[src/sv/gpio_psc_pkg.sv]
`default_nettype none
// ----------------------------------------------------------------------------
// GPIO port set/clear registers: shared types and constants
// Word map, register selection codes, alias kinds and mask helpers.
// ----------------------------------------------------------------------------
package gpio_psc_pkg;

    localparam int          WORD_W           = 32;
    localparam int          IDX_W            = 7;
    localparam int          MAX_PINS         = 32;
    localparam int          DRIVE_PINS       = 16;
    localparam int          DRIVE_LOW_BYTE   = 'h130;
    localparam int          DRIVE_HIGH_BYTE  = 'h140;
    localparam logic [1:0]  DRIVE_FIELD_MASK = 2'd3;

    localparam logic [IDX_W-1:0] IDX_INL     = 7'd0;
    localparam logic [IDX_W-1:0] IDX_INT     = 7'd4;
    localparam logic [IDX_W-1:0] IDX_MSK     = 7'd8;
    localparam logic [IDX_W-1:0] IDX_PAT1    = 7'd12;
    localparam logic [IDX_W-1:0] IDX_PAT0    = 7'd16;
    localparam logic [IDX_W-1:0] IDX_PEN     = 7'd28;
    localparam logic [IDX_W-1:0] IDX_DRV_LO  = IDX_W'(DRIVE_LOW_BYTE / 4);
    localparam logic [IDX_W-1:0] IDX_DRV_HI  = IDX_W'(DRIVE_HIGH_BYTE / 4);

    typedef enum logic [1:0] {
        KIND_PLAIN = 2'd0,
        KIND_SET   = 2'd1,
        KIND_CLR   = 2'd2
    } alias_kind_t;

    typedef enum logic [3:0] {
        SEL_NONE,
        SEL_INL,
        SEL_INT,
        SEL_MSK,
        SEL_PAT1,
        SEL_PAT0,
        SEL_PEN,
        SEL_DRV_LO,
        SEL_DRV_HI
    } reg_sel_t;

    function automatic logic [WORD_W-1:0] pin_mask_f(input int count);
        logic [WORD_W-1:0] m;
        m = '0;
        for (int p = 0; p < MAX_PINS; p++)
        begin
            if (p < count)
            begin
                m[p] = 1'b1;
            end
        end
        return m;
    endfunction

    function automatic logic [WORD_W-1:0] drive_mask_f(input int first, input int count);
        logic [WORD_W-1:0] m;
        m = '0;
        for (int p = 0; p < DRIVE_PINS; p++)
        begin
            if (first + p < count)
            begin
                m[2*p +: 2] = DRIVE_FIELD_MASK;
            end
        end
        return m;
    endfunction

    function automatic logic alias_in_group(input logic [IDX_W-1:0] idx,
                                            input logic [IDX_W-1:0] base);
        return (idx[IDX_W-1:2] == base[IDX_W-1:2]) && (idx[1:0] != 2'd3);
    endfunction

    function automatic reg_sel_t decode_sel(input logic [IDX_W-1:0] idx);
        reg_sel_t sel;
        priority if (idx == IDX_INL)
            sel = SEL_INL;
        else if (alias_in_group(idx, IDX_INT))
            sel = SEL_INT;
        else if (alias_in_group(idx, IDX_MSK))
            sel = SEL_MSK;
        else if (alias_in_group(idx, IDX_PAT1))
            sel = SEL_PAT1;
        else if (alias_in_group(idx, IDX_PAT0))
            sel = SEL_PAT0;
        else if (alias_in_group(idx, IDX_PEN))
            sel = SEL_PEN;
        else if (idx == IDX_DRV_LO)
            sel = SEL_DRV_LO;
        else if (idx == IDX_DRV_HI)
            sel = SEL_DRV_HI;
        else
            sel = SEL_NONE;
        return sel;
    endfunction

endpackage
`default_nettype wire

[src/sv/gpio_psc_req_if.sv]
`default_nettype none
// ----------------------------------------------------------------------------
// GPIO port set/clear registers: bus access channel
// Valid/ready channel carrying one register access per item.
// ----------------------------------------------------------------------------
interface gpio_psc_req_if;

    logic        valid;
    logic        ready;
    logic        req_type;
    logic [6:0]  reg_word_index;
    logic [31:0] write_data;
    logic [31:0] pin_levels;

    modport source (
        output valid,
        input  ready,
        output req_type,
        output reg_word_index,
        output write_data,
        output pin_levels
    );

    modport sink (
        input  valid,
        output ready,
        input  req_type,
        input  reg_word_index,
        input  write_data,
        input  pin_levels
    );

endinterface
`default_nettype wire

[src/sv/gpio_psc_rsp_if.sv]
`default_nettype none
// ----------------------------------------------------------------------------
// GPIO port set/clear registers: result channel
// Valid/ready channel carrying read data, error and pin decode per item.
// ----------------------------------------------------------------------------
interface gpio_psc_rsp_if;

    logic        valid;
    logic        ready;
    logic [31:0] read_data;
    logic        access_error;
    logic [31:0] pin_output_enable;
    logic [31:0] pin_output_level;
    logic [31:0] pin_irq_enable;

    modport source (
        output valid,
        input  ready,
        output read_data,
        output access_error,
        output pin_output_enable,
        output pin_output_level,
        output pin_irq_enable
    );

    modport sink (
        input  valid,
        output ready,
        input  read_data,
        input  access_error,
        input  pin_output_enable,
        input  pin_output_level,
        input  pin_irq_enable
    );

endinterface
`default_nettype wire

[src/sv/gpio_port_set_clear_regs_unit.sv]
// An accepted access passes through the input register, then the result register. Throughput:
// one access per cycle absent stalls; the input register refills as the result register
// drains. Back pressure from the result side stalls the input register only when both are
// full. Reset clears all configuration words to zero and empties both pipeline registers.
`default_nettype none
// ----------------------------------------------------------------------------
// GPIO port set/clear registers
// 32-pin GPIO register file with set/clear aliases and per-pin mode decode.
// ----------------------------------------------------------------------------
module gpio_port_set_clear_regs_unit #(
    parameter int PIN_COUNT = 32
) (
    input  wire logic             clk,
    input  wire logic             rst_n,
    gpio_psc_req_if.sink          req,
    gpio_psc_rsp_if.source        rsp
);

    import gpio_psc_pkg::*;

    localparam logic [WORD_W-1:0] PIN_MASK    = pin_mask_f(PIN_COUNT);
    localparam logic [WORD_W-1:0] DRV_LO_MASK = drive_mask_f(0, PIN_COUNT);
    localparam logic [WORD_W-1:0] DRV_HI_MASK = drive_mask_f(DRIVE_PINS, PIN_COUNT);

    logic              in_valid_reg;
    logic              in_write_reg;
    logic [IDX_W-1:0]  in_idx_reg;
    logic [WORD_W-1:0] in_wdata_reg;
    logic [WORD_W-1:0] in_levels_reg;

    logic [WORD_W-1:0] int_reg,    int_next;
    logic [WORD_W-1:0] msk_reg,    msk_next;
    logic [WORD_W-1:0] pat1_reg,   pat1_next;
    logic [WORD_W-1:0] pat0_reg,   pat0_next;
    logic [WORD_W-1:0] pen_reg,    pen_next;
    logic [WORD_W-1:0] drv_lo_reg, drv_lo_next;
    logic [WORD_W-1:0] drv_hi_reg, drv_hi_next;

    logic              out_valid_reg;
    logic [WORD_W-1:0] rdata_reg,  rdata_next;
    logic              err_reg,    err_next;
    logic [WORD_W-1:0] oe_reg;
    logic [WORD_W-1:0] olvl_reg;
    logic [WORD_W-1:0] irq_reg;

    logic              advance;
    logic              in_take;
    reg_sel_t          sel;
    alias_kind_t       kind;
    logic [WORD_W-1:0] keep;
    logic [WORD_W-1:0] cur;
    logic [WORD_W-1:0] wmasked;
    logic [WORD_W-1:0] upd;
    logic              do_write;

    assign advance   = in_valid_reg && (!out_valid_reg || rsp.ready);
    assign req.ready = !in_valid_reg || advance;
    assign in_take   = req.valid && req.ready;

    always_ff @(posedge clk or negedge rst_n)
    begin
        if (!rst_n)
        begin
            in_valid_reg <= 1'b0;
        end
        else if (req.ready)
        begin
            in_valid_reg <= req.valid;
        end
    end

    always_ff @(posedge clk)
    begin
        if (in_take)
        begin
            in_write_reg  <= req.req_type;
            in_idx_reg    <= req.reg_word_index;
            in_wdata_reg  <= req.write_data;
            in_levels_reg <= req.pin_levels;
        end
    end

    always_comb
    begin
        sel  = decode_sel(in_idx_reg);
        kind = alias_kind_t'(in_idx_reg[1:0]);
        unique case (sel)
            SEL_DRV_LO: keep = DRV_LO_MASK;
            SEL_DRV_HI: keep = DRV_HI_MASK;
            default:    keep = PIN_MASK;
        endcase
        unique case (sel)
            SEL_INT:    cur = int_reg;
            SEL_MSK:    cur = msk_reg;
            SEL_PAT1:   cur = pat1_reg;
            SEL_PAT0:   cur = pat0_reg;
            SEL_PEN:    cur = pen_reg;
            SEL_DRV_LO: cur = drv_lo_reg;
            SEL_DRV_HI: cur = drv_hi_reg;
            default:    cur = '0;
        endcase
        wmasked = in_wdata_reg & keep;
        unique case (kind)
            KIND_PLAIN: upd = wmasked;
            KIND_SET:   upd = cur | wmasked;
            KIND_CLR:   upd = cur & ~wmasked;
            default:    upd = cur;
        endcase

        do_write = advance && in_write_reg;

        int_next    = int_reg;
        msk_next    = msk_reg;
        pat1_next   = pat1_reg;
        pat0_next   = pat0_reg;
        pen_next    = pen_reg;
        drv_lo_next = drv_lo_reg;
        drv_hi_next = drv_hi_reg;
        rdata_next  = '0;
        err_next    = 1'b0;

        unique case (sel)
            SEL_NONE:
            begin
                err_next = 1'b1;
            end
            SEL_INL:
            begin
                if (in_write_reg)
                    err_next = 1'b1;
                else
                    rdata_next = in_levels_reg & PIN_MASK;
            end
            default:
            begin
                if (!in_write_reg)
                    rdata_next = cur;
            end
        endcase

        if (do_write)
        begin
            unique case (sel)
                SEL_INT:    int_next    = upd;
                SEL_MSK:    msk_next    = upd;
                SEL_PAT1:   pat1_next   = upd;
                SEL_PAT0:   pat0_next   = upd;
                SEL_PEN:    pen_next    = upd;
                SEL_DRV_LO: drv_lo_next = upd;
                SEL_DRV_HI: drv_hi_next = upd;
                default:    ;
            endcase
        end
    end

    always_ff @(posedge clk or negedge rst_n)
    begin
        if (!rst_n)
        begin
            int_reg    <= '0;
            msk_reg    <= '0;
            pat1_reg   <= '0;
            pat0_reg   <= '0;
            pen_reg    <= '0;
            drv_lo_reg <= '0;
            drv_hi_reg <= '0;
        end
        else
        begin
            int_reg    <= int_next;
            msk_reg    <= msk_next;
            pat1_reg   <= pat1_next;
            pat0_reg   <= pat0_next;
            pen_reg    <= pen_next;
            drv_lo_reg <= drv_lo_next;
            drv_hi_reg <= drv_hi_next;
        end
    end

    always_ff @(posedge clk or negedge rst_n)
    begin
        if (!rst_n)
        begin
            out_valid_reg <= 1'b0;
        end
        else if (advance)
        begin
            out_valid_reg <= 1'b1;
        end
        else if (rsp.ready)
        begin
            out_valid_reg <= 1'b0;
        end
    end

    always_ff @(posedge clk)
    begin
        if (advance)
        begin
            rdata_reg <= rdata_next;
            err_reg   <= err_next;
            oe_reg    <= ~int_next & msk_next & ~pat1_next & PIN_MASK;
            olvl_reg  <= pat0_next & PIN_MASK;
            irq_reg   <= int_next & ~msk_next & PIN_MASK;
        end
    end

    assign rsp.valid             = out_valid_reg;
    assign rsp.read_data         = rdata_reg;
    assign rsp.access_error      = err_reg;
    assign rsp.pin_output_enable = oe_reg;
    assign rsp.pin_output_level  = olvl_reg;
    assign rsp.pin_irq_enable    = irq_reg;

    a_err_reads_zero: assert property (@(posedge clk) disable iff (!rst_n)
        rsp.valid && rsp.access_error |-> rsp.read_data == '0)
        else $error("error item carries read data");

    a_modes_disjoint: assert property (@(posedge clk) disable iff (!rst_n)
        rsp.valid |-> (rsp.pin_output_enable & rsp.pin_irq_enable) == '0)
        else $error("pin both output and interrupt");

    a_unused_pins_zero: assert property (@(posedge clk) disable iff (!rst_n)
        rsp.valid |-> ((rsp.pin_output_enable | rsp.pin_output_level
                        | rsp.pin_irq_enable) & ~PIN_MASK) == '0)
        else $error("pin above count active");

    a_state_holds: assert property (@(posedge clk) disable iff (!rst_n)
        !(advance && in_write_reg) |=> $stable(int_reg) && $stable(msk_reg)
            && $stable(pat1_reg) && $stable(pat0_reg) && $stable(pen_reg)
            && $stable(drv_lo_reg) && $stable(drv_hi_reg))
        else $error("config word changed without write");

    a_stall_holds: assert property (@(posedge clk) disable iff (!rst_n)
        in_valid_reg && !advance |=> in_valid_reg && $stable(in_idx_reg))
        else $error("input register lost item under stall");

endmodule
`default_nettype wire
[src/flat_wrapper.sv]
// flat-port wrapper written by rule: the top's interface ports become plain ports
module gpio_port_set_clear_regs_unit_flat import gpio_psc_pkg::*;
#(
    parameter int PIN_COUNT = 32
)
  (clk, rst_n, req_valid, req_ready, req_req_type, req_reg_word_index, req_write_data, req_pin_levels, rsp_valid, rsp_ready, rsp_read_data, rsp_access_error, rsp_pin_output_enable, rsp_pin_output_level, rsp_pin_irq_enable);
  gpio_psc_req_if req_i ();
  gpio_psc_rsp_if rsp_i ();
  input  wire logic clk;
  input  wire logic rst_n;
  input wire logic [$bits(req_i.valid)-1:0] req_valid;
  output wire logic [$bits(req_i.ready)-1:0] req_ready;
  input wire logic [$bits(req_i.req_type)-1:0] req_req_type;
  input wire logic [$bits(req_i.reg_word_index)-1:0] req_reg_word_index;
  input wire logic [$bits(req_i.write_data)-1:0] req_write_data;
  input wire logic [$bits(req_i.pin_levels)-1:0] req_pin_levels;
  output wire logic [$bits(rsp_i.valid)-1:0] rsp_valid;
  input wire logic [$bits(rsp_i.ready)-1:0] rsp_ready;
  output wire logic [$bits(rsp_i.read_data)-1:0] rsp_read_data;
  output wire logic [$bits(rsp_i.access_error)-1:0] rsp_access_error;
  output wire logic [$bits(rsp_i.pin_output_enable)-1:0] rsp_pin_output_enable;
  output wire logic [$bits(rsp_i.pin_output_level)-1:0] rsp_pin_output_level;
  output wire logic [$bits(rsp_i.pin_irq_enable)-1:0] rsp_pin_irq_enable;
  assign req_i.valid = req_valid;
  assign req_ready = req_i.ready;
  assign req_i.req_type = req_req_type;
  assign req_i.reg_word_index = req_reg_word_index;
  assign req_i.write_data = req_write_data;
  assign req_i.pin_levels = req_pin_levels;
  assign rsp_valid = rsp_i.valid;
  assign rsp_i.ready = rsp_ready;
  assign rsp_read_data = rsp_i.read_data;
  assign rsp_access_error = rsp_i.access_error;
  assign rsp_pin_output_enable = rsp_i.pin_output_enable;
  assign rsp_pin_output_level = rsp_i.pin_output_level;
  assign rsp_pin_irq_enable = rsp_i.pin_irq_enable;
  gpio_port_set_clear_regs_unit #(.PIN_COUNT(PIN_COUNT)) u_core (.clk(clk), .rst_n(rst_n), .req(req_i), .rsp(rsp_i));
endmodule
[config.mk]
export PLATFORM = sky130hd
export DESIGN_NAME = gpio_port_set_clear_regs_unit_flat
export DESIGN_NICKNAME = d
export VERILOG_FILES = /design/src/sv/gpio_psc_pkg.sv /design/src/sv/gpio_psc_req_if.sv /design/src/sv/gpio_psc_rsp_if.sv /design/src/sv/gpio_port_set_clear_regs_unit.sv /design/src/flat_wrapper.sv
export SDC_FILE = /design/constraint.sdc
export NUM_CORES = 1
export LEC_CHECK = 0
export BUFFER_PORTS_ARGS = -buffer_cell sky130_fd_sc_hd__buf_2
export CAP_MARGIN = 40
export CELL_PAD_IN_SITES_DETAIL_PLACEMENT = 0
export CELL_PAD_IN_SITES_GLOBAL_PLACEMENT = 1
export CORE_AREA = 2 2 252 254
export CTS_CLUSTER_SIZE = 40
export DETAILED_ROUTE_END_ITERATION = 8
export DIE_AREA = 0 0 254 256
export PLACE_DENSITY = 0.56
export SETUP_SLACK_MARGIN = 0.05
export SYNTH_ARGS = -nofsm -noshare
export SYNTH_HDL_FRONTEND = slang
export SYNTH_SLANG_ARGS = --single-unit
[constraint.sdc]
create_clock -name clk -period 5.3 [get_ports clk]
set_input_delay 1.06 -clock clk [delete_from_list [all_inputs] [get_ports clk]]
set_output_delay 1.06 -clock clk [all_outputs]
set_load 0.02 [all_outputs]
==> reports/summary.txt <==
R2R cell count -> 7
Initial DRC count -> 1096
Min-delay worst type -> in2async
Met3 wire length -> 3510 um
Final Total Pwr -> 0.00879 W
Post-Layout Cell Count -> 2635
Wl on met1 -> 27500 um
F_max -> 284 MHz
CTS tree -> yes
Post-CTS setup buffers -> 0
Clock Sinks -> 427
Post-synth ARST share -> 52.9%
Post-synth top area cell -> edfxtp_1
Initial Utilization -> 29.7%
DIE HEIGHT -> 256 um
Synth top area share -> 32.5%
First-pass DRT Iterations -> 5
Req. time, crit path -> 5.64 ns
Multi-input logic area -> 6250 um^2
P_leak -> 9.20 nW
R2r startpoint -> u_core.in_idx_reg[2]
Vias in the first global route -> 13600
Final hold violations -> 0
Cell Area, Synth -> 18600 um^2
Gpl congestion -> 0.779
Reg-to-reg critical path endpoint -> u_core.rsp.pin_output_level[28]
Worst-path clk slew -> 0.06 ns
IO Port Bufs -> 206
Register area share after synthesis -> 63.0%
Final Setup Violations -> 0
Final min period -> 3.52 ns
Vias per std cell -> 5.05
Total of warnings raised by yosys -> 0
Die Span X -> 254 um
Post-route ant nets -> 0
Crit path depth -> 7
CP arrival -> 3.86 ns
Power density cells -> 392 nW/um^2
Worst skew pair latency -> 0.61 ns
Final critical-path share of the clock period -> 66.3%
Post-cts gate resize count -> 0
FILL cells -> 6202
Worst R2R Setup Slack -> 1.78 ns
DR DRC count -> 0
Commonest non-fill, non-tap cell in the layout -> dfrtp_1
HPWL Detailed -> 40800 um
Setup WS post-layout -> 1.78 ns
Status -> completed
Total nets after synthesis -> 1622
Max IR drop VDD -> 249 uV
Root buf cell -> clkbuf_16
Sequential cell area -> 11700 um^2
CP endpoint kind -> register
Kind of critical path -> reg2reg
First-pass GRT wire length -> 90300 um
DP Cell Count -> 2540
Synth Instances -> 1546
# rows -> 92
Ys flop type -> dfrtp_1
Final WL -> 60800 um
Synthesized area per cell -> 12.0 um^2
RSZ-0062 raised after global routing -> no
Synth cell types -> 74
Worst Path Max Fanout -> 20
Detailed-route via count -> 13300
Slowest Stage Delay on Critical Path -> 0.84 ns
Crit. Startpoint -> u_core.in_idx_reg[2]
Place WS -> 1.84 ns
Flops & latches, synth -> 427
Longest Clk Path Bufs -> 3
Slowest cell on the critical path -> or4b_1
Die area -> 65000 um^2
Final TNS setup -> 0 ns
CP delay by family, top -> simple AND/OR/NAND/NOR gates
Startpoint Class -> register
DR WL/cell -> 23.1 um
Num CTS Buffers -> 50
Post-CTS Hold Fix Bufs -> 0
Most used cell, CP -> a21oi_2
Post-synth EDFFs -> 201
Area Growth Syn to Fin -> 20.9%
Largest net degree at the start of global routing -> 99
Initial antenna violation count -> 2
Final net count -> 1822
Worst path buffer plus inverter count -> 1
Worst Skew -> 0.0326 ns
Crit path cell chain -> buf_4 > or4b_1 > nor2_8 > a2bb2oi_1 > a21oi_2 > a21oi_2 > a21oi_1
I/O pin cnt -> 207
Gr ovfl total -> 0
Routed wl met2 -> 28300 um
Core area -> 62400 um^2
Slew headroom -> 41.0%
Worst-margin pin slew -> 0.883 ns
Share of cells above drive strength 1 -> 24.6%
Top layer in use -> met5
H-tree depth -> 2
Overall Global Routing Usage -> 18.7%
Setup crit end -> u_core.rsp.pin_output_level[28]
Slew Viols, Final -> 0
Max-cap violation count -> 0
Synth top area cells -> edfxtp_1 33%, dfrtp_1 30%, nor2_1 4.1%, a21oi_1 3.8%, nand2_1 2.4%
Most frequent cells in the layout -> 226 x dfrtp_1, 205 x buf_2, 201 x edfxtp_1
End-of-flow core utilization -> 36.0%
## through the flow
| stage | hold WS [ns] | area (um^2) |
|---|---|---|
| 2_1_floorplan | 0.450 | 18600 |
| 3_3_place_gp | 0.465 | 20500 |
| 3_5_place_dp | 0.471 | 20700 |
| 4_1_cts | 0.483 | 22400 |
| 5_1_grt | 0.521 | 22400 |
| 6_report | 0.476 | 22400 |
## cells by family (layout without fill, tap and decap cells)
family / count (synthesis) / after routing / share of synthesized area (%)
multiplexers: 25 / 25 / 1.40
AND/OR/NAND/NOR: 449 / 449 / 11.5
other: 0 / 1 / 0
AO/OA/AOI/OAI: 501 / 501 / 20.4
flip-flops: 427 / 427 / 63.0
buffers and inverters: 144 / 386 / 3.75
## final cells by class
cell class | count | share of cell area, %
flip-flops and latches | 427 | 52.1
multi-input cells | 975 | 27.9
repair buffers | 251 | 7.04
clock buffers | 68 | 6.11
well taps | 846 | 4.72
clock inverters | 26 | 1.46
inverters | 41 | 0.686
diodes | 1 | 0.0112
## routing by layer
layer / GRT usage [%] / vias to the layer above
met4: 5.41 / 2
met5: 0 / -
met3: 3.83 / 92
li1: - / 6135
met1: 25.7 / 6692
met2: 29.8 / 388
## where the power goes
| group | leakage (nW) | internal, W | switching (W) |
|---|---|---|---|
| clock network | 0.831 | 0.00215 | 0.00143 |
| registers | 5.01 | 0.00390 | 0.000224 |
| logic | 3.36 | 0.000391 | 0.000686 |
## synth_stat cells, drive strengths merged, types with 2 or more instances
| cell type | count |
|---|---|
| a211oi | 20 |
| a21o | 5 |
| a21oi | 164 |
| a221oi | 4 |
| a222oi | 7 |
| a22o | 36 |
| a22oi | 49 |
| a2bb2oi | 15 |
| a31oi | 21 |
| and2 | 18 |
| and3 | 4 |
| buf | 67 |
| clkbuf | 36 |
| dfrtp | 226 |
| edfxtp | 201 |
| inv | 40 |
| mux2 | 7 |
| mux2i | 18 |
| nand2 | 121 |
| nand2b | 9 |
| nand3 | 3 |
| nand3b | 9 |
| nor2 | 204 |
| nor2b | 21 |
| nor3 | 18 |
| nor3b | 17 |
| nor4b | 2 |
| o2111a | 19 |
| o211a | 7 |
| o21ai | 66 |
| o22a | 24 |
| o22ai | 9 |
| o2bb2ai | 35 |
| o31ai | 4 |
| o32a | 9 |
| o32ai | 4 |
| or2 | 14 |
| or3 | 2 |
## worst min path at each step
stage / from / endpoint / slack [ns] / cells past startpoint
detailed placement: u_core.drv_hi_reg[27] / u_core.drv_hi_reg[27] / 0.47 / 2
floorplan: u_core.drv_hi_reg[1] / u_core.drv_hi_reg[1] / 0.45 / 2
global route: u_core.drv_hi_reg[2] / u_core.drv_hi_reg[2] / 0.52 / 2
global placement: u_core.drv_hi_reg[21] / u_core.drv_hi_reg[21] / 0.47 / 2
CTS: u_core.drv_hi_reg[27] / u_core.drv_hi_reg[27] / 0.48 / 2
finish: rst_n / u_core.msk_reg[2] / 0.48 / 1
## worst register-to-register path, stage by stage, from the launching register on
cell and delay (ns):
edfxtp_1 0.57, buf_4 0.30, or4b_1 0.84, nor2_8 0.55, a2bb2oi_1 0.20, a21oi_2 0.23, a21oi_2 0.12, a21oi_1 0.46
No activity file was read; power rests on OpenSTA's default activity.
